===== src/sdda_pkg.sv =====
// Shared types, codes and style pattern logic for the styled DDA line rasterizer.
package sdda_pkg;

    // Operation codes carried by an input item.
    localparam logic OP_START = 1'b0;
    localparam logic OP_STEP  = 1'b1;

    // Line style codes.
    localparam logic [1:0] STYLE_DOT      = 2'd0;
    localparam logic [1:0] STYLE_DASH     = 2'd1;
    localparam logic [1:0] STYLE_DASH_DOT = 2'd2;
    localparam logic [1:0] STYLE_SOLID    = 2'd3;

    localparam int PHASE_BITS = 5;
    typedef logic [PHASE_BITS-1:0] phase_t;
    typedef logic [1:0]            style_t;

    localparam phase_t DOT_PERIOD   = phase_t'(6);
    localparam phase_t DASH_PERIOD  = phase_t'(20);
    localparam phase_t DASH_ON_LAST = phase_t'(10);
    localparam int     DOT_EVERY    = 5;
    // Dash-dot marks at multiples of five that fall outside the dash.
    localparam phase_t DOT_LATE_MARK = phase_t'(3 * DOT_EVERY);

    // Commands from the controller to the datapath.
    typedef struct packed {
        logic load;      // start item accepted
        logic step;      // step item accepted, output register loads
        logic div_step;  // one quotient bit per axis
        logic div_last;  // final quotient bit, increments are written
    } cmd_t;

    // Status from the datapath to the controller.
    typedef struct packed {
        logic count_zero;  // the line offered on the input has no steps
    } status_t;

    function automatic logic pattern_draws(input style_t style, input phase_t phase);
        logic draws;
        begin
            draws = 1'b1;
            case (style)
                STYLE_DOT:      draws = (phase == '0);
                STYLE_DASH:     draws = (phase <= DASH_ON_LAST);
                STYLE_DASH_DOT: draws = (phase <= DASH_ON_LAST) || (phase == DOT_LATE_MARK);
                default:        draws = 1'b1;
            endcase
            return draws;
        end
    endfunction

    function automatic phase_t phase_advance(input style_t style, input phase_t phase);
        phase_t period;
        phase_t bumped;
        begin
            period = (style == STYLE_DOT) ? DOT_PERIOD : DASH_PERIOD;
            bumped = phase + phase_t'(1);
            return (bumped >= period) ? '0 : bumped;
        end
    endfunction

endpackage


===== src/styled_dda_line_rasterizer.sv =====
// Top level of the styled DDA line rasterizer: controller plus datapath.
//
//   channel  direction  handshake           payload
//   input    in         in_valid/in_stall   operation, x_start, y_start, x_end, y_end, style
//   output   out        out_valid/out_stall pixel_x, pixel_y, plot, last, idle
//
// A step item does one position add per axis, and results leave through
// a single output register that can be refilled in the cycle it is drained.
// A start item of a line with nonzero length holds the input while the
// restoring divider forms one increment bit per axis per cycle.
// Reset clears the line state, so a step right after reset returns idle.
// A stalled output holds its item and stalls the input until it is taken.
module styled_dda_line_rasterizer #(
    parameter int COORD_BITS    = 12,
    parameter int FRACTION_BITS = 16
) (
    input  logic                  clk,
    input  logic                  rst_n,
    input  logic                  in_valid,
    output logic                  in_stall,
    input  logic                  operation,
    input  logic [COORD_BITS-1:0] x_start,
    input  logic [COORD_BITS-1:0] y_start,
    input  logic [COORD_BITS-1:0] x_end,
    input  logic [COORD_BITS-1:0] y_end,
    input  logic [1:0]            style,
    output logic                  out_valid,
    input  logic                  out_stall,
    output logic [COORD_BITS-1:0] pixel_x,
    output logic [COORD_BITS-1:0] pixel_y,
    output logic                  plot,
    output logic                  last,
    output logic                  idle
);

    sdda_pkg::cmd_t    cmd;
    sdda_pkg::status_t status;

    sdda_ctrl #(
        .FRACTION_BITS(FRACTION_BITS)
    ) u_ctrl (
        .clk      (clk),
        .rst_n    (rst_n),
        .in_valid (in_valid),
        .in_stall (in_stall),
        .operation(operation),
        .out_valid(out_valid),
        .out_stall(out_stall),
        .status   (status),
        .cmd      (cmd)
    );

    sdda_datapath #(
        .COORD_BITS   (COORD_BITS),
        .FRACTION_BITS(FRACTION_BITS)
    ) u_datapath (
        .clk    (clk),
        .rst_n  (rst_n),
        .cmd    (cmd),
        .status (status),
        .x_start(x_start),
        .y_start(y_start),
        .x_end  (x_end),
        .y_end  (y_end),
        .style  (style),
        .pixel_x(pixel_x),
        .pixel_y(pixel_y),
        .plot   (plot),
        .last   (last),
        .idle   (idle)
    );

endmodule


===== src/sdda_ctrl.sv =====
// Controller: handshakes, increment division sequencing and output valid.
module sdda_ctrl #(
    parameter int FRACTION_BITS = 16
) (
    input  logic              clk,
    input  logic              rst_n,
    input  logic              in_valid,
    output logic              in_stall,
    input  logic              operation,
    output logic              out_valid,
    input  logic              out_stall,
    input  sdda_pkg::status_t status,
    output sdda_pkg::cmd_t    cmd
);

    localparam int CNT_BITS = $clog2(FRACTION_BITS);

    localparam logic ST_READY  = 1'b0;
    localparam logic ST_DIVIDE = 1'b1;

    logic                state_reg;
    logic                state_next;
    logic [CNT_BITS-1:0] cnt_reg;
    logic [CNT_BITS-1:0] cnt_next;
    logic                out_valid_reg;
    logic                out_valid_next;

    logic out_free;
    logic accept;
    logic start_acc;
    logic step_acc;
    logic div_last;

    // The output register may be refilled in the same cycle it is drained.
    assign out_free  = !out_valid_reg || !out_stall;
    assign in_stall  = (state_reg != ST_READY) || !out_free;
    assign accept    = in_valid && !in_stall;
    assign start_acc = accept && (operation == sdda_pkg::OP_START);
    assign step_acc  = accept && (operation == sdda_pkg::OP_STEP);
    assign div_last  = (state_reg == ST_DIVIDE) && (cnt_reg == CNT_BITS'(FRACTION_BITS - 1));

    assign cmd.load     = start_acc;
    assign cmd.step     = step_acc;
    assign cmd.div_step = (state_reg == ST_DIVIDE);
    assign cmd.div_last = div_last;

    assign out_valid = out_valid_reg;

    always_comb
    begin
        state_next = state_reg;
        cnt_next   = cnt_reg;
        unique case (state_reg)
            ST_READY:
            begin
                cnt_next = '0;
                if (start_acc && !status.count_zero)
                begin
                    state_next = ST_DIVIDE;
                end
            end
            ST_DIVIDE:
            begin
                cnt_next = cnt_reg + CNT_BITS'(1);
                if (div_last)
                begin
                    state_next = ST_READY;
                end
            end
            default:
            begin
                state_next = ST_READY;
            end
        endcase
    end

    always_comb
    begin
        out_valid_next = out_valid_reg;
        if (step_acc)
        begin
            out_valid_next = 1'b1;
        end
        else if (!out_stall)
        begin
            out_valid_next = 1'b0;
        end
    end

    always_ff @(posedge clk or negedge rst_n)
    begin
        if (!rst_n)
        begin
            state_reg     <= ST_READY;
            cnt_reg       <= '0;
            out_valid_reg <= 1'b0;
        end
        else
        begin
            state_reg     <= state_next;
            cnt_reg       <= cnt_next;
            out_valid_reg <= out_valid_next;
        end
    end

    a_divide_blocks_input: assert property (@(posedge clk) disable iff (!rst_n)
        (state_reg == ST_DIVIDE) |-> in_stall)
        else $error("input taken while the increment division runs");

    a_step_fills_output: assert property (@(posedge clk) disable iff (!rst_n)
        step_acc |=> out_valid_reg)
        else $error("accepted step item left no result");

    a_divide_ends: assert property (@(posedge clk) disable iff (!rst_n)
        div_last |=> (state_reg == ST_READY))
        else $error("division did not finish after its last bit");

    a_empty_line_no_divide: assert property (@(posedge clk) disable iff (!rst_n)
        (start_acc && status.count_zero) |=> (state_reg == ST_READY))
        else $error("zero-length line started a division");

endmodule


===== src/sdda_datapath.sv =====
// Datapath: span set-up, increment dividers, position accumulators and result register.
module sdda_datapath #(
    parameter int COORD_BITS    = 12,
    parameter int FRACTION_BITS = 16
) (
    input  logic                  clk,
    input  logic                  rst_n,
    input  sdda_pkg::cmd_t        cmd,
    output sdda_pkg::status_t     status,
    input  logic [COORD_BITS-1:0] x_start,
    input  logic [COORD_BITS-1:0] y_start,
    input  logic [COORD_BITS-1:0] x_end,
    input  logic [COORD_BITS-1:0] y_end,
    input  logic [1:0]            style,
    output logic [COORD_BITS-1:0] pixel_x,
    output logic [COORD_BITS-1:0] pixel_y,
    output logic                  plot,
    output logic                  last,
    output logic                  idle
);

    localparam int C = COORD_BITS;
    localparam int F = FRACTION_BITS;
    localparam int P = C + F + 2;   // position width
    localparam int I = F + 2;       // increment width, signed

    // Line state.
    logic [P-1:0]         pos_x_reg;
    logic [P-1:0]         pos_y_reg;
    logic [I-1:0]         inc_x_reg;
    logic [I-1:0]         inc_y_reg;
    logic [C:0]           steps_reg;
    sdda_pkg::phase_t     phase_reg;
    sdda_pkg::style_t     style_reg;

    // Division state.
    logic [C-1:0]         div_count_reg;
    logic [C-1:0]         rem_x_reg;
    logic [C-1:0]         rem_y_reg;
    logic [F:0]           quo_x_reg;
    logic [F:0]           quo_y_reg;
    logic                 neg_x_reg;
    logic                 neg_y_reg;

    // Result register.
    logic [C-1:0]         pixel_x_reg;
    logic [C-1:0]         pixel_y_reg;
    logic                 plot_reg;
    logic                 last_reg;
    logic                 idle_reg;

    logic [C:0]           span_x;
    logic [C:0]           span_y;
    logic [C:0]           abs_x;
    logic [C:0]           abs_y;
    logic [C-1:0]         mag_x;
    logic [C-1:0]         mag_y;
    logic [C-1:0]         count;
    logic [C:0]           trial_x;
    logic [C:0]           trial_y;
    logic                 ge_x;
    logic                 ge_y;
    logic [C:0]           diff_x;
    logic [C:0]           diff_y;
    logic [F:0]           quo_x_next;
    logic [F:0]           quo_y_next;
    logic                 active;

    assign span_x = {1'b0, x_end} - {1'b0, x_start};
    assign span_y = {1'b0, y_end} - {1'b0, y_start};
    assign abs_x  = span_x[C] ? ((C+1)'(0) - span_x) : span_x;
    assign abs_y  = span_y[C] ? ((C+1)'(0) - span_y) : span_y;
    assign mag_x  = abs_x[C-1:0];
    assign mag_y  = abs_y[C-1:0];
    assign count  = (mag_x > mag_y) ? mag_x : mag_y;

    assign status.count_zero = (count == '0);

    // Restoring division of the span by the step count, one fraction bit a cycle.
    assign trial_x    = {rem_x_reg, 1'b0};
    assign trial_y    = {rem_y_reg, 1'b0};
    assign ge_x       = (trial_x >= {1'b0, div_count_reg});
    assign ge_y       = (trial_y >= {1'b0, div_count_reg});
    assign diff_x     = trial_x - {1'b0, div_count_reg};
    assign diff_y     = trial_y - {1'b0, div_count_reg};
    assign quo_x_next = {quo_x_reg[F-1:0], ge_x};
    assign quo_y_next = {quo_y_reg[F-1:0], ge_y};

    assign active = (steps_reg != '0);

    always_ff @(posedge clk)
    begin
        if (cmd.load)
        begin
            div_count_reg <= count;
            neg_x_reg     <= span_x[C];
            neg_y_reg     <= span_y[C];
            // The span never exceeds the count, so the integer bit is one only for equality.
            quo_x_reg     <= {{F{1'b0}}, (mag_x == count)};
            quo_y_reg     <= {{F{1'b0}}, (mag_y == count)};
            rem_x_reg     <= (mag_x == count) ? '0 : mag_x;
            rem_y_reg     <= (mag_y == count) ? '0 : mag_y;
        end
        else if (cmd.div_step)
        begin
            quo_x_reg <= quo_x_next;
            quo_y_reg <= quo_y_next;
            rem_x_reg <= ge_x ? diff_x[C-1:0] : trial_x[C-1:0];
            rem_y_reg <= ge_y ? diff_y[C-1:0] : trial_y[C-1:0];
        end
    end

    always_ff @(posedge clk)
    begin
        if (cmd.step)
        begin
            if (active)
            begin
                pixel_x_reg <= pos_x_reg[F+C-1:F];
                pixel_y_reg <= pos_y_reg[F+C-1:F];
                plot_reg    <= sdda_pkg::pattern_draws(style_reg, phase_reg);
                last_reg    <= (steps_reg == (C+1)'(1));
                idle_reg    <= 1'b0;
            end
            else
            begin
                pixel_x_reg <= '0;
                pixel_y_reg <= '0;
                plot_reg    <= 1'b0;
                last_reg    <= 1'b0;
                idle_reg    <= 1'b1;
            end
        end
    end

    always_ff @(posedge clk or negedge rst_n)
    begin
        if (!rst_n)
        begin
            pos_x_reg <= '0;
            pos_y_reg <= '0;
            inc_x_reg <= '0;
            inc_y_reg <= '0;
            steps_reg <= '0;
            phase_reg <= '0;
            style_reg <= '0;
        end
        else if (cmd.load)
        begin
            // Start position is the start pixel plus one half.
            pos_x_reg <= {2'b00, x_start, 1'b1, {(F-1){1'b0}}};
            pos_y_reg <= {2'b00, y_start, 1'b1, {(F-1){1'b0}}};
            inc_x_reg <= '0;
            inc_y_reg <= '0;
            steps_reg <= {1'b0, count};
            phase_reg <= '0;
            style_reg <= style;
        end
        else if (cmd.div_last)
        begin
            inc_x_reg <= neg_x_reg ? (I'(0) - {1'b0, quo_x_next}) : {1'b0, quo_x_next};
            inc_y_reg <= neg_y_reg ? (I'(0) - {1'b0, quo_y_next}) : {1'b0, quo_y_next};
        end
        else if (cmd.step && active)
        begin
            pos_x_reg <= pos_x_reg + {{(P-I){inc_x_reg[I-1]}}, inc_x_reg};
            pos_y_reg <= pos_y_reg + {{(P-I){inc_y_reg[I-1]}}, inc_y_reg};
            steps_reg <= steps_reg - (C+1)'(1);
            phase_reg <= sdda_pkg::phase_advance(style_reg, phase_reg);
        end
    end

    assign pixel_x = pixel_x_reg;
    assign pixel_y = pixel_y_reg;
    assign plot    = plot_reg;
    assign last    = last_reg;
    assign idle    = idle_reg;

endmodule


===== config.mk =====
export PLATFORM = sky130hd
export DESIGN_NAME = styled_dda_line_rasterizer
export DESIGN_NICKNAME = d
export VERILOG_FILES = /design/src/sdda_pkg.sv /design/src/styled_dda_line_rasterizer.sv /design/src/sdda_ctrl.sv /design/src/sdda_datapath.sv
export SDC_FILE = /design/constraint.sdc
export NUM_CORES = 1
export LEC_CHECK = 0
export ABC_AREA = 0
export BUFFER_PORTS_ARGS = -buffer_cell sky130_fd_sc_hd__buf_2
export CORE_ASPECT_RATIO = 1.75
export CORE_MARGIN = 3
export CORE_UTILIZATION = 55
export CTS_CLUSTER_DIAMETER = 200
export DETAILED_ROUTE_END_ITERATION = 16
export PLACE_DENSITY = 0.75
export RECOVER_POWER = 50
export SYNTH_ARGS = -nofsm -noshare
export SYNTH_HDL_FRONTEND = slang
export SYNTH_SLANG_ARGS = --single-unit

===== constraint.sdc =====
create_clock -name clk -period 5.18 [get_ports clk]
set_clock_uncertainty 0.15 [all_clocks]
set_input_delay 0.518 -clock clk [delete_from_list [all_inputs] [get_ports clk]]
set_output_delay 0.518 -clock clk [all_outputs]
set_load 0.01 [all_outputs]

# After elaboration in Yosys (flattened, before gate mapping)
# Index checks and enable logic that the tools add are counted.
# op_classes
n_addsub	13
n_lt_le_gt_ge	5
n_eq_ne	9
n_mux	43
bitwise	2
reduce_logical	22
# ops
op	n
two-way mux 30 bit	6
two-way mux 12 bit	11
two-way mux 18 bit	6
adder 30 bit	2
two-way mux 13 bit	3
subtractor 1 x 17 -> 18 bit, first input constant	2
greater-or-equal comparator 13 x 12 -> 1 bit	2
subtractor 12 x 12 -> 13 bit	2
two-way mux 5 bit	5
equality test 12 bit	2
subtractor 1 x 12 -> 12 bit, first input constant	2
subtractor 12 bit	2
equality test 13 x 1 -> 1 bit, second input constant	1
nonzero test 13 bit	1
subtractor 13 x 1 -> 13 bit, second input constant	1
> comparator 12 bit	1
logical NOT 12 bit	1
two-way mux 1 bit	9
case mux 4 bit (2 select lines)	1
logical AND 1 bit	6
nonzero test 2 bit	3
adder 5 x 1 -> 5 bit, second input constant	1
equality test 5 x 4 -> 1 bit, second input constant	1
greater-or-equal comparator 5 bit	1
14 further kinds	22
# word_totals
register_bits	219
inputBits	55
output_inout_bits	29
wordCells	118

# Logic depth before layout (Yosys ltp)
# Gate-level depths: netlist of run 1.
# logic_depth
word_depth	11
mapped_depth	25
ltp_nobuf	22

# Modules after synthesis
# From an unflattened synthesis of run 1, not the netlist that was laid out.
# hier_totals
hier_cells	1731
area_unflattened_um2	15636.2
# by_module_without_submodules
mod	instances	cells_per_inst	area_each_um2	seq_area_each_um2
sdda_datapath	1	1701	15324.7	5415.2
sdda_ctrl	1	30	311.5	150.1

# Worst setup path before layout of run 1
# OpenSTA, ideal clock, no wires.
# synth_path
kind	input port to flip-flop
start	input x_end[0]
end	register u_datapath.rem_x_reg[0], data pin
setup_ns	0.268
arrival_ns	4.965
required_ns	4.762
path_slack_ns	-0.203
stages	25
n_path_buf	3
cell_sequence	inv_1 ha_1 fa_1 nand2b_1 a2111oi_0 nor3_1 o21a_1 clkbuf_1 nor2b_1 xor2_1 inv_1 ha_1 o21ai_0 nand2b_1 a21oi_1 o21ai_0 a21oi_1 a21o_1 maj3_2 maj3_2 maj3_2 buf_6 nand2_1 buf_2 o32ai_1
# synth_between
elab_cells_between_ends	8
classes_between	2 x add/sub; 1 x order compare; 1 x eq/ne; 4 x mux
# synth_lines
item	line_no	rtl
from (decl)	styled_dda_line_rasterizer.sv:24	input logic [COORD_BITS-1:0] x_end,
subtractor 12 x 12 -> 13 bit *	sdda_datapath.sv:69	assign span_x = {1'b0, x_end} - {1'b0, x_start};
via u_datapath.span_x[12]	sdda_datapath.sv:52	logic [C:0] span_x;
two-way mux 12 bit *	sdda_datapath.sv:71	assign abs_x = span_x[C] ? ((C+1)'(0) - span_x) : span_x;
> comparator 12 bit	sdda_datapath.sv:75	assign count = (mag_x > mag_y) ? mag_x : mag_y;
two-way mux 12 bit	sdda_datapath.sv:75	
equality test 12 bit	sdda_datapath.sv:101	rem_x_reg <= (mag_x == count) ? '0 : mag_x;
two-way mux 12 bit *	sdda_datapath.sv:101	
two-way mux 12 bit *	sdda_datapath.sv:93	if (cmd.load)
to (signal assigned)	sdda_datapath.sv:101	
to (signal assigned)	sdda_datapath.sv:108	rem_x_reg <= ge_x ? diff_x[C-1:0] : trial_x[C-1:0];
to (decl)	sdda_datapath.sv:38	logic [C-1:0] rem_x_reg;
# The timed path passes the listed nets; every way through them passes the cells marked *.
# A chain may end at the register's enable or synchronous reset.

# Worst setup path in the final report of run 1
# layout_path
start	input x_start[0]
end	register u_datapath.steps_reg[2]
# layout_between
elab_chain_len	6
# layout_lines
item	line_no	rtl
from (decl)	styled_dda_line_rasterizer.sv:22	input logic [COORD_BITS-1:0] x_start,
subtractor 12 x 12 -> 13 bit *	sdda_datapath.sv:69	
subtractor 1 x 12 -> 12 bit	sdda_datapath.sv:71	
two-way mux 12 bit *	sdda_datapath.sv:71	
> comparator 12 bit	sdda_datapath.sv:75	
two-way mux 12 bit *	sdda_datapath.sv:75	
via u_datapath.count[2]	sdda_datapath.sv:58	logic [C-1:0] count;
two-way mux 13 bit *	sdda_datapath.sv:148	else if (cmd.load)
to (signal assigned)	sdda_datapath.sv:155	steps_reg <= {1'b0, count};
to (signal assigned)	sdda_datapath.sv:168	steps_reg <= steps_reg - (C+1)'(1);
to (decl)	sdda_datapath.sv:32	logic [C:0] steps_reg;
# Marks and branches as above.

==> results by group, run 1 <==
Worst setup path
  – Worst Reg2Reg Path Length in Cells: 21
  – Worst path required time: 5.44 ns
  – Critical path class: input port to register
  – Crit path max fanout: 11
  – Reg2reg setup slack: 0.36 ns
  – Critical path capture point type: register
  – Worst Path Arrival: 5.13 ns
  – R2R Path End: u_datapath.inc_y_reg[16]$_DFFE_PN0P_
  – Startpoint class of the critical path: input port
  – Worst reg2reg startpoint: u_datapath.div_count_reg[1]$_DFFE_PP_

Clock tree
  – CTS Buf Count: 22
  – Root Buffer: clkbuf_16
  – Worst skew pair latency: 0.52 ns
  – CTS sink cnt: 215
  – CTS tree: built
  – Post-CTS Setup Inserts: 0
  – Htree depth: 1
  – Clock Path Buffers: 3
  – Clock-pin slew on the worst setup and hold paths: 0.07 ns

Global route
  – Antenna violations before repair: 0
  – First-pass GRT wire length: 64780 µm
  – Vias in the first global route: 13380
  – Largest net degree at the start of global routing: 74
  – Total grt overflow: 0
  – Total track usage: 26.56%

Drt
  – DRT iter0 DRCs: 715
  – Post-route DRC violation count: 0
  – Routed len/inst: 17.86 µm
  – Detailed Routing Iterations Pass 1: 5
  – Vias: 13110
  – Antenna viol nets, final: 0
  – Vias/cell: 5.867
  – Routed WL: 39900 µm

Synth
  – Sequential area share after synthesis: 36.68%
  – Top FF cell, synth: dfrtp_1
  – Yosys reg bits: 215
  – Distinct cells, synth: 76
  – Post-synth EDFFs: 67
  – Synth warn: 0
  – Net Count, Synth: 1873
  – Syn avg cell area: 8.989 µm²
  – Post-synth ARST share: 54.88%
  – Post-synthesis cell count: 1688
  – Mapped cell area: 15170 µm²

Hold path
  – Worst Hold Path EP: u_datapath.style_reg[0]$_DFFE_PN0P_
  – Hold depth: 3
  – Hold WC Path Type: input port to register
  – Hold path start: style[0]

Floorplanning
  – Die width: 131.6 µm
  – Die span in y: 225.7 µm
  – I/O Pins: 84
  – Initial Util: 56.44%
  – Core area: 26890 µm²
  – Row count: 79
  – Die area: 29700 µm²

Layout
  – Antenna diodes: 0
  – Share of layout cells above drive strength 1: 12.78%
  – Area grow syn2layout: 14.86%
  – Nets: 2039
  – Filler cells: 2314

Power
  – Pwr/cell area: 544.2 nW/µm²
  – VDD IR max: 0.2731 mV
  – Lkg Pwr: 8.094 nW
  – Power Total: 9.484 mW

STA
  – Slew @ Worst Pin: 3.645 ns
  – Min cycle time layout: 4.870 ns
  – Final Max Slew Viols: 227
  – Min Hold Slack: 0.04779 ns
  – Fmax: 205.4 MHz
  – Worst rel slew slack: -143.0%
  – RSZ-0062 raised after global routing: false
  – Final Hold Vio Count: 0
  – Final setup viols: 0
  – Fin worst setup slack: 0.3104 ns
  – Final Cycle Share: 94.01%

Outcome
  – Outcome: finished with violations
  – Failing checks: capacitance limit, slew limit

Placed design
  – Placement Setup Slack: -0.2244 ns
  – Port buffer count: 83
  – Dpl hpwl: 30400 µm
  – Routability cong.: 0.9525

Flow run
  – Number of max-cap violations: 6
## cells in the mapped netlist (31+ instances only)
library cell,number,share of area [%]
nor2b_1,47,1.9
mux2i_1,60,4.0
a21o_1,31,1.5
inv_1,92,2.3
nand3_1,66,2.2
ha_1,124,10
dfrtp_1,118,19
nor2_1,128,3.2
xor2_1,75,4.3
edfxtp_1,67,13
a21oi_1,112,3.7
clkbuf_1,59,1.5
xnor2_1,66,3.8
o21ai_0,114,3.8
nand2_1,151,3.7
## where the power goes
group | total, mW | internal [mW] | switching [mW]
Clock | 1.51 | 0.835 | 0.673
Sequential | 3.08 | 2.53 | 0.549
Combinational | 4.90 | 2.20 | 2.69
## worst max-delay path: stages
cell and delay [ns]:
buf_2 0.11, ha_1 0.24, fa_2 0.36, nand2b_4 0.16, a21oi_1 0.19, o21ai_1 0.13
and3_1 0.17, nor4_1 0.49, o41ai_1 0.14, xor2_1 0.16, buf_4 0.14, inv_1 0.05
ha_1 0.30, nand4_1 0.09, nor2_1 0.05, a21o_1 0.18, maj3_2 0.31, maj3_2 0.29
maj3_2 0.34, buf_4 0.22, mux2i_1 0.16, a221o_1 0.32
## through the flow
step	instance area (µm²)	TNS (ns)	cells	utilization (%)
global route	17430	0	2234	64.82
detailed placement	16810	-5.163	2193	62.54
floorplan	15210	0	1688	-
global placement	16810	-1.454	2193	62.54
CTS	17480	0	2234	65.03
finish	17430	0	2234	64.82
## final cells by class
cell class / instances / area [µm²] / share of cell area (%)
tap: 364 / 455.4 / 2.613
multi-input combinational: 1313 / 9050 / 51.93
sequential: 215 / 5567 / 31.94
clock inverter: 6 / 33.78 / 0.1938
inverter: 93 / 350.3 / 2.010
clock buffer: 34 / 626.9 / 3.597
timing repair buffer: 209 / 1345 / 7.718
## cells by family (layout without fill, tap and decap cells)
kind of cell               Yosys count  count (layout)  share of synthesized area [%]
muxes                               67              67                          4.502
adders and majority gates          133             133                          11.24
xor gates and xnor gates           142             142                          8.287
DFF                                215             215                          36.68
AOI/OAI and AO/OA                  436             436                          18.31
buffers and inverters              160             342                          4.041
and+or+nand+nor                    535             535                          16.94
## metal layers
metal | vias up | track usage, % | part of all wire [%]
met5 | - | 0 | 0
met4 | 0 | 14.11 | 5.3
met2 | 336 | 50.91 | 54
li1 | 6397 | - | -
met3 | 135 | 2.697 | 3.9
met1 | 6239 | 28.59 | 37
## cells in the final DEF, fill, tap and decap left out, types with 14 or more instances in the layout
cell	Yosys	routed
nor2_1	128	127
xor2_1	75	75
or3_1	19	19
nor2b_1	47	47
a211oi_1	21	21
o21a_1	21	21
clkbuf_1	59	45
edfxtp_1	67	67
dfxtp_1	30	30
nand2b_1	19	16
inv_1	92	92
nand2_1	151	151
a21oi_1	112	112
nor3_1	29	29
nand4_1	16	16
ha_1	124	124
o22ai_1	21	21
xnor2_1	66	66
o21ai_0	114	112
buf_2	4	53
o211ai_1	14	14
dfrtp_1	118	117
clkbuf_16	0	23
mux2i_1	60	59
o31ai_1	19	17
buf_4	0	117
a21o_1	31	31
nand3_1	66	66
## worst max-delay path by stage
stage	start	endpoint	slack, ns	cells after the start
finish	x_start[0]	u_datapath.steps_reg[2]$_DFFE_PN0P_	0.31	22
global route	u_datapath.div_count_reg[1]$_DFFE_PP_	u_datapath.inc_y_reg[16]$_DFFE_PN0P_	0.02	21
CTS	u_datapath.div_count_reg[1]$_DFFE_PP_	u_datapath.inc_y_reg[16]$_DFFE_PN0P_	0.20	21
detailed placement	x_start[0]	u_datapath.steps_reg[2]$_DFFE_PN0P_	-0.22	22
global placement	x_start[0]	u_datapath.steps_reg[2]$_DFFE_PN0P_	-0.12	22
floorplan	x_end[0]	u_datapath.rem_x_reg[0]$_DFFE_PP_	0.04	25
## what timing repair did
item | in CTS | in global routing
hold endpoints to repair | 2 | 0
hold buffers | 1 | 0
setup endpoints to repair | 0 | 4
resized for setup | 0 | 4
No activity file was read; power rests on OpenSTA's default activity.
==> inputs of run 2 (changes only) <==
--- a/config.mk
+++ b/config.mk
@@ -9,10 +9,10 @@
 export BUFFER_PORTS_ARGS = -buffer_cell sky130_fd_sc_hd__buf_2
 export CORE_ASPECT_RATIO = 1.75
 export CORE_MARGIN = 3
-export CORE_UTILIZATION = 55
+export CORE_UTILIZATION = 45
 export CTS_CLUSTER_DIAMETER = 200
 export DETAILED_ROUTE_END_ITERATION = 16
-export PLACE_DENSITY = 0.75
+export PLACE_DENSITY = 0.64
 export RECOVER_POWER = 50
 export SYNTH_ARGS = -nofsm -noshare
 export SYNTH_HDL_FRONTEND = slang
==> constraint.sdc (replaced) <==
create_clock -name clk -period 5.7 [get_ports clk]
set_clock_uncertainty 0.15 [all_clocks]
set_input_delay 0.57 -clock clk [delete_from_list [all_inputs] [get_ports clk]]
set_output_delay 0.57 -clock clk [all_outputs]
set_load 0.01 [all_outputs]
==> run 2 against run 1 <==
Net effect: the run still ends with capacitance limit, slew limit left; core utilization decreased by 13 points; die area increased by 21%; highest routed layer unchanged; sequential share of layout area increased by 0.72 points; sequential cell count unchanged; setup slack improved by 0.047 ns; combinational power decreased by 12%.
==> results by group, run 2 (synthesis results as in run 1) <==
Clock tree
  – Root Buffer: clkbuf_16 (unchanged)
  – CTS Buf Count: 22 (unchanged)
  – Clock-pin slew on the worst setup and hold paths: 0.06 ns (was 0.07 ns)
  – Worst skew pair latency: 0.53 ns (was 0.52 ns)
  – Htree depth: 1 (unchanged)
  – CTS sink cnt: 215 (unchanged)
  – Clock Path Buffers: 3 (unchanged)
  – CTS tree: built (unchanged)

Worst setup path
  – Reg2reg setup slack: 0.61 ns (was 0.36 ns)
  – Worst reg2reg startpoint: u_datapath.div_count_reg[1]$_DFFE_PP_ (unchanged)
  – Crit path max fanout: 11 (unchanged)
  – Startpoint class of the critical path: input port (unchanged)
  – CP endpoint: u_datapath.steps_reg[2]$_DFFE_PN0P_ (unchanged)
  – Worst Path Arrival: 5.60 ns (was 5.13 ns)
  – Critical path capture point type: register (unchanged)
  – Worst Reg2Reg Path Length in Cells: 21 (unchanged)
  – R2R Path End: u_datapath.inc_x_reg[14]$_DFFE_PN0P_ (was u_datapath.inc_y_reg[16]$_DFFE_PN0P_)
  – Worst setup path start: y_start[2] (was x_start[0])
  – Critical path class: input port to register (unchanged)
  – Worst path required time: 5.96 ns (was 5.44 ns)

Power
  – Sequential share of power: 32.9% (was 32.5%)
  – VDD IR max: 0.2179 mV (was 0.2731 mV)
  – Switch Pwr: 3.538 mW (was 3.915 mW)
  – Sw Ratio: 41.45% (was 41.28%)
  – Pwr/cell area: 500.9 nW/µm² (was 544.2 nW/µm²)
  – Lkg Pwr: 7.807 nW (was 8.094 nW)
  – Power Internal: 4.998 mW (was 5.569 mW)
  – Clock group share of total power: 16.5% (was 15.9%)
  – Combinational fraction of design power: 50.6% (was 51.6%)

Layout
  – Share of layout cells above drive strength 1: 9.801% (was 12.78%)
  – Most frequent cells in the layout: nand2_1, nor2_1, ha_1, dfrtp_1, o21ai_0 (was nand2_1, nor2_1, ha_1, buf_4, dfrtp_1)
  – Antenna diodes: 0 (unchanged)
  – Filler cells: 3100 (was 2314)
  – Nets: 1975 (was 2039)
  – Final std cells w/o fill: 2256 (was 2234)
  – Area grow syn2layout: 12.32% (was 14.86%)
  – Multi-input logic area: 9025 µm² (was 9050 µm²)
  – Sequential cell area: 5567 µm² (unchanged)
  – Most common cell after layout, fill and taps aside: nand2_1 (unchanged)

Floorplanning
  – Die width: 144.8 µm (was 131.6 µm)
  – Initial Util: 45.78% (was 56.44%)
  – I/O Pins: 84 (unchanged)
  – Die area: 36050 µm² (was 29700 µm²)
  – Core area: 33140 µm² (was 26890 µm²)
  – Die span in y: 248.9 µm (was 225.7 µm)
  – Row count: 88 (was 79)

Global route
  – Total track usage: 22.94% (was 26.56%)
  – Total grt overflow: 0 (unchanged)
  – First-pass GRT wire length: 66970 µm (was 64780 µm)
  – Vias in the first global route: 13190 (was 13380)
  – Largest net degree at the start of global routing: 74 (unchanged)
  – Antenna violations before repair: 0 (unchanged)

Drt
  – Detailed Routing Iterations Pass 1: 5 (unchanged)
  – Post-route DRC violation count: 0 (unchanged)
  – Antenna viol nets, final: 0 (unchanged)
  – DRT iter0 DRCs: 617 (was 715)
  – Vias/cell: 5.704 (was 5.867)
  – Routed len/inst: 18.38 µm (was 17.86 µm)
  – Routed WL: 41450 µm (was 39900 µm)
  – Vias: 12870 (was 13110)

Placed design
  – Port buffer count: 83 (unchanged)
  – Routability cong.: 0.9521 (was 0.9525)
  – Dpl cells: 2215 (was 2193)
  – Dpl hpwl: 31270 µm (was 30400 µm)

STA
  – Fmax: 187.2 MHz
  – Final Cycle Share: 93.74%
  – Final Max Slew Viols: 147 (was 227)
  – Setup TNS: 0 ns (unchanged)
  – Min cycle time layout: 5.343 ns
  – Worst rel slew slack: -77.81% (was -143.0%)
  – Final Hold Vio Count: 0 (unchanged)
  – Final setup viols: 0 (unchanged)
  – Slew @ Worst Pin: 2.667 ns (was 3.645 ns)
  – RSZ-0062 raised after global routing: false (unchanged)

Hold path
  – Hold WC Path Type: input port to register (unchanged)

Outcome
  – Outcome: finished with violations (unchanged)
  – Failing checks: capacitance limit, slew limit (unchanged)

Flow run
  – Number of max-cap violations: 4 (was 6)
[run 2: cell types whose count changed in the layout (fill, tap and decap cells not counted), moves of 2 or more]
cell,before,now
buf_4,117,53
clkbuf_1,45,40
buf_12,3,1
clkbuf_8,1,3
clkinv_1,2,0
clkinv_4,0,2
clkinvlp_4,2,4
o21ai_0,112,114
o21ai_1,5,3
o31ai_1,17,19
o31ai_2,3,1
[run 2: worst max-delay path, cell delays in order]
cell and delay (ns):
buf_2 0.08, inv_1 0.06, ha_1 0.36, nor2b_4 0.16, o31a_4 0.31, o31a_1 0.32
o41ai_2 0.29, clkbuf_1 0.44, o21ai_0 0.21, xnor2_1 0.19, ha_1 0.31, a21o_1 0.11
a21o_1 0.11, a21oi_1 0.07, o21ai_0 0.08, a21oi_1 0.09, a21o_1 0.16, maj3_2 0.31
maj3_2 0.30, maj3_2 0.37, buf_4 0.21, mux2i_1 0.16, a221o_1 0.32
[run 2: metrics by stage]
step | power, mW | setup slack [ns] | cell area, µm² | util [%] | hold slack (ns)
floorplan | 5.933 | 0.2650 | 15170 | - | 0.1244
global placement | 6.986 | 0.05838 | 16400 | 49.47 | 0.2966
detailed placement | 7.095 | 0.01554 | 16400 | 49.47 | 0.3145
CTS | 8.544 | 0.4124 | 17110 | 51.61 | 0.07753
global route | 9.229 | 0.07758 | 17040 | 51.42 | 0.09439
finish | 8.536 | 0.3570 | 17040 | 51.42 | 0.09323
[run 2: worst min-delay path by stage]
| stage | end | cells past startpoint | startpoint |
|---|---|---|---|
| after floorplan | u_ctrl.cnt_reg[0]$_DFF_PN0_ | 0 | rst_n |
| after global placement | u_ctrl.cnt_reg[0]$_DFF_PN0_ | 1 | u_ctrl.cnt_reg[0]$_DFF_PN0_ |
| after detailed placement | u_ctrl.cnt_reg[0]$_DFF_PN0_ | 1 | u_ctrl.cnt_reg[0]$_DFF_PN0_ |
| after CTS | u_datapath.style_reg[1]$_DFFE_PN0P_ | 3 | style[1] |
| after global routing | u_datapath.style_reg[1]$_DFFE_PN0P_ | 3 | style[1] |
| final | u_datapath.style_reg[1]$_DFFE_PN0P_ | 3 | style[1] |
[run 2: layout make-up]
| cell class | count | area share, % |
|---|---|---|
| clock buffers | 31 | 3.730 |
| clock inverters | 9 | 0.3744 |
| inverters | 93 | 2.063 |
| multi-input cells | 1313 | 52.96 |
| flip-flops and latches | 215 | 32.66 |
| well taps | 450 | 3.304 |
| repair buffers | 145 | 4.912 |
[run 2: what timing repair did]
action                                 4_1_cts  5_1_grt
setup buffers                                0        0
resized for setup                            0        1
setup endpoints to repair                    0        2
endpoints found under the hold margin       41        0
hold buffers                                 1        0
[run 2: layer usage]
metal	track usage (%)	share of wire, %
met5	0	0
met4	9.336	4.2
met3	2.228	3.3
met2	42.73	54
met1	26.00	39
[run 2: power by group through the flow]
| stage | Sequential, mW | Combinational (mW) | Clock, mW |
|---|---|---|---|
| floorplan | 2.66 | 3.27 | 0 |
| global placement | 2.80 | 4.19 | 0 |
| detailed placement | 2.82 | 4.27 | 0 |
| CTS | 2.80 | 4.31 | 1.44 |
| global route | 2.89 | 4.85 | 1.50 |
| finish | 2.81 | 4.32 | 1.41 |
